**config.mk**
```make
export PLATFORM = sky130hd
export DESIGN_NAME = lob_bbo_ram
export DESIGN_NICKNAME = d
export VERILOG_FILES = /design/src/design/lob_bbo_ram.sv
export SDC_FILE = /design/constraint.sdc
export NUM_CORES = 1
export LEC_CHECK = 0
export ABC_AREA = 0
export BUFFER_PORTS_ARGS = -buffer_cell sky130_fd_sc_hd__buf_2
export CAP_MARGIN = 15
export CORE_UTILIZATION = 60
export CTS_CLUSTER_DIAMETER = 60
export DETAILED_ROUTE_END_ITERATION = 6
export PLACE_DENSITY = 0.77
export SLEW_MARGIN = 20
export SYNTH_ARGS = -nofsm -noshare
export SYNTH_HDL_FRONTEND = slang
export SYNTH_SLANG_ARGS = --single-unit
export TNS_END_PERCENT = 30
```
**constraint.sdc**
```tcl
create_clock -name i_clk -period 2.2 [get_ports i_clk]
set_input_delay 0.33 -clock i_clk [delete_from_list [all_inputs] [get_ports i_clk]]
set_output_delay 0.33 -clock i_clk [all_outputs]
set_load 0.03 [all_outputs]
```
**src/design/lob_bbo_ram.sv**
```systemverilog
// Generic single-write, single-read synchronous RAM with registered read data.
// No dependencies.
module lob_bbo_ram #(
    parameter int WIDTH = 8,
    parameter int DEPTH = 16
) (
    input  logic                     i_clk,
    input  logic                     i_we,
    input  logic [$clog2(DEPTH)-1:0] i_waddr,
    input  logic [WIDTH-1:0]         i_wdata,
    input  logic [$clog2(DEPTH)-1:0] i_raddr,
    output logic [WIDTH-1:0]         o_rdata
);
    logic [WIDTH-1:0] r_mem [DEPTH];

    always_ff @(posedge i_clk) begin
        if (i_we) r_mem[i_waddr] <= i_wdata;
        o_rdata <= r_mem[i_raddr];
    end
endmodule

```
Word level (Yosys, flattened, before mapping)
Memories as Yosys holds them, arrays and structs flattened. A register that Yosys moved wholly into a read port is not among the register bits.
Cells that the tools add are included.
{"block": "totals", "register_bits": 0, "mem_bits_rw": 128, "inputBits": 18, "out_inout_bits": 8, "word_cells": 3, "n_memories": 1}
{"memory": "r_mem", "depth": 16, "width": 8, "rd": 1, "rd_clocked_by_memory_dff": 1, "write_ports": 1, "line_no": "14", "rtl": "logic [WIDTH-1:0] r_mem [DEPTH];"}
{"block": "op_classes", "n_mux": 2}
{"cell": "1-bit 2-to-1 mux", "n": 2}

Longest topological paths before layout
{"block": "logic_depth", "ltp_word": 2, "mapped_depth": 5, "ltp_nobuf": 3}

Worst setup path before layout
OpenSTA, ideal clock, no wires.
{"block": "synth_timing", "kind": "in2reg", "start": "input i_waddr[2]", "end": "memory r_mem[0][0] (enable)", "setup_time_ps": 383, "t_arrival_ps": 1440, "required_ps": 1817, "path_slack_ps": 377, "path_stages": 2, "n_path_buf": 0, "path_cell_list": "or3b_2 -> nor3_1"}
{"item": "start, declared", "line_no": "9", "rtl": "input logic [$clog2(DEPTH)-1:0] i_waddr,"}
{"item": "end, declared", "line_no": "14"}
No word-level cell before the write port.

==> run_results.csv <==
group,metric,value,unit
sta,rsz0062_at_grt,"no",
yosys,synthesis.instances,229,
place,dp_cells,370,
worst_hold_path,min_delay_path_depth,1,
yosys,synth.most_common_cell,"edfxtp_1",
yosys,synth_warnings,0,
yosys,synth_top_area_cell,"edfxtp_1",
pwr,total_power,5.82,mW
sta,tightest_slew,0.585,ns
sta,totalNegativeSetupSlack,0,ns
critical_path,worstSetupEndpointType,"flip-flop",
clocking,clkLatencyLatePin,0.51,ns
yosys,avgSynthCellArea,22.5,sq um
grt,antenna_found_initial,0,
floorplanning,num_rows,33,
floorplanning,die_w,94.6,um
run,maxCapViolCount,0,
layout,areaGrowthSynthToFinish,17.3,%
place,dp_slack,0.405,ns
critical_path,path_class,"flip-flop to flip-flop",
yosys,synth_cell_type_count,19,
sta,slew_headroom,60.8,%
critical_path,critPathMaxFanout,1,
layout,fin_nets,302,
clocking,root_buffer,"clkbuf_8",
clocking,cts.repair.resized,0,
critical_path,critical_path_buf_inv_count,0,
place,io_buffers,25,
routing,antenna_left,0,
sta,fin_worst_skew,0.00523,ns
floorplanning,ios,26,
yosys,ys_ff_latch,136,
clocking,post-cts-setup-buffer-count,0,
clocking,cts.sinks,136,
grt,grt_pass1_wl,14300,um
routing,avgRoutedWirePerCell,24.2,um
routing,viasPerCell,6.16,
grt,grt_max_degree,33,
critical_path,start_kind,"flip-flop",
sta,post-route-min-period,1.38,ns
pwr,p_leak,2.07,nW
yosys,synthFlopType,"edfxtp_1",
critical_path,rrSetupSlack,0.82,ns
yosys,synth_fp_nets,247,
routing,drcViolationCount,0,
worst_hold_path,holdPathEnd,"r_mem[2][3]",
floorplanning,core,8260,sq um
sta,fmax,727,MHz
critical_path,r2r_cells,3,
yosys,synth_area_leaders,"edfxtp_1 (75%), mux4_2 (7.9%), mux4_1 (7.1%)",
grt,grt_overflow,0,
critical_path,critPathTopFamily,"multiplexers",
grt,grtUsageTotal,24.2,%
routing,drtIter0Drc,233,
routing,firstDrtPassIters,4,
critical_path,r2r-start,"r_mem[1][7]",
floorplanning,initial_core_util,62.3,%
critical_path,crit_path_max_incr_delay,0.47,ns
clocking,ctsHoldBuffers,0,
worst_hold_path,hold_path.class,"primary input to flip-flop",
yosys,syn_area,5150,sq um
sta,hold_viol_final,0,
routing,finalWirelength,9730,um
yosys,yosys.area.top_type_share,74.7,%
clocking,cts_tree,"yes",
clocking,clk_path_buf_depth,2,
floorplanning,dieHeight,94.6,um
critical_path,cp_cell_sequence,"mux4_2 -> a22oi_1 -> nand2_1",
yosys,synth_edf_count,128,
floorplanning,die_area,8950,sq um
critical_path,worstPathArrival,1.77,ns
clocking,clkTransAtPathRegs,0.06,ns
sta,setup_violations,0,
clocking,h-tree-depth,4,
place,dpl.hpwl,5890,um
layout,fin_cells,402,
routing,vias,2478,
pwr,vdd_drop_max,0.641,mV
sta,finalMaxSlewViolations,0,
sta,setup_ws,0.824,ns
place,place_congestion,0.730,
layout,antenna_cells,0,
critical_path,crit-reg2reg-capture,"o_rdata[7]",
yosys,async_reset_ff_share,0,%
pwr,powerDensity,963,nW/um^2
layout,layout-drive-gt1-share,31.0,%
grt,grt_pass1_vias,2529,
worst_hold_path,hp-start,"i_wdata[3]",
yosys,ys_seq_area_share,77.8,%
sta,period_share,62.5,%
critical_path,cp_slowest_cell,"mux4_2",
critical_path,required,2.59,ns
outcome,status,"complete, no violations",
yosys,synthTopCellsByCount,"edfxtp_1 (128), mux4_2 (18), a22oi_1 (16)",
clocking,cts_made_buffers,17,
cells in the final DEF, fill, tap and decap left out, drive strengths merged:
cell type / instances
clkinv: 7
nand3: 1
edfxtp: 128
clkinvlp: 4
clkbuf: 18
nor3: 4
buf: 46
mux4: 32
bufinv: 2
dfxtp: 8
and2b: 1
a22oi: 16
or3b: 1
inv: 1
nand3b: 2
nand2b: 2
nand2: 9
nor2b: 1
and2: 1
nor2: 13
stage by stage:
step                      area (sq um)  hold WS [ns]  util, %
final                             6040         0.196     73.1
after global routing              6040         0.193     73.1
after CTS                         6040         0.186     73.1
after detailed placement          5490         0.658     66.5
after global placement            5490         0.646     66.5
after floorplan                   5150         0.429        -
final cells by class:
class,instances,area [sq um]
multi-input combinational,83,1060
fill,487,2220
tap,105,131
clock inverter,14,133
timing repair buffer,46,295
sequential,136,4000
clock buffer,18,418
sequential cells by signal, summed over array words and instances, names as in the netlist:
| signal | cells |
|---|---|
| r_mem | 128 |
| o_rdata | 8 |
per-layer routing:
metal | wire length, um | vias to the layer above | part of all wire (%) | global-route usage (%)
met5 | 0 | - | 0 | 0
met4 | 193 | 0 | 2.0 | 9.85
met3 | 721 | 20 | 7.4 | 6.76
met2 | 4930 | 117 | 51 | 39.4
met1 | 3890 | 1260 | 40 | 31.1
li1 | - | 1081 | - | -
where the power goes:
| part | internal (mW) | switching (mW) | total, mW |
|---|---|---|---|
| clock network | 1.59 | 1.01 | 2.61 |
| logic | 0.116 | 0.180 | 0.296 |
| registers | 2.90 | 0.0157 | 2.91 |
| total | 4.61 | 1.21 | 5.82 |
cells by family after synthesis:
| logic type | synth area share (%) |
|---|---|
| flops | 77.8 |
| simple gates | 3.18 |
| mux | 15.0 |
| compound gates | 2.33 |
| buf+inv | 1.68 |
worst max path at each step:
stage	endpoint	depth (start not counted)	slack (ns)	start
global route	o_rdata[2]	3	0.73	r_mem[1][2]
global placement	o_rdata[1]	5	0.43	i_raddr[0]
floorplan	r_mem[0][0]	2	0.38	i_waddr[2]
CTS	o_rdata[7]	3	0.82	r_mem[1][7]
detailed placement	o_rdata[1]	5	0.40	i_raddr[0]
finish	o_rdata[7]	3	0.82	r_mem[1][7]
No activity file was read; power rests on OpenSTA's default activity.
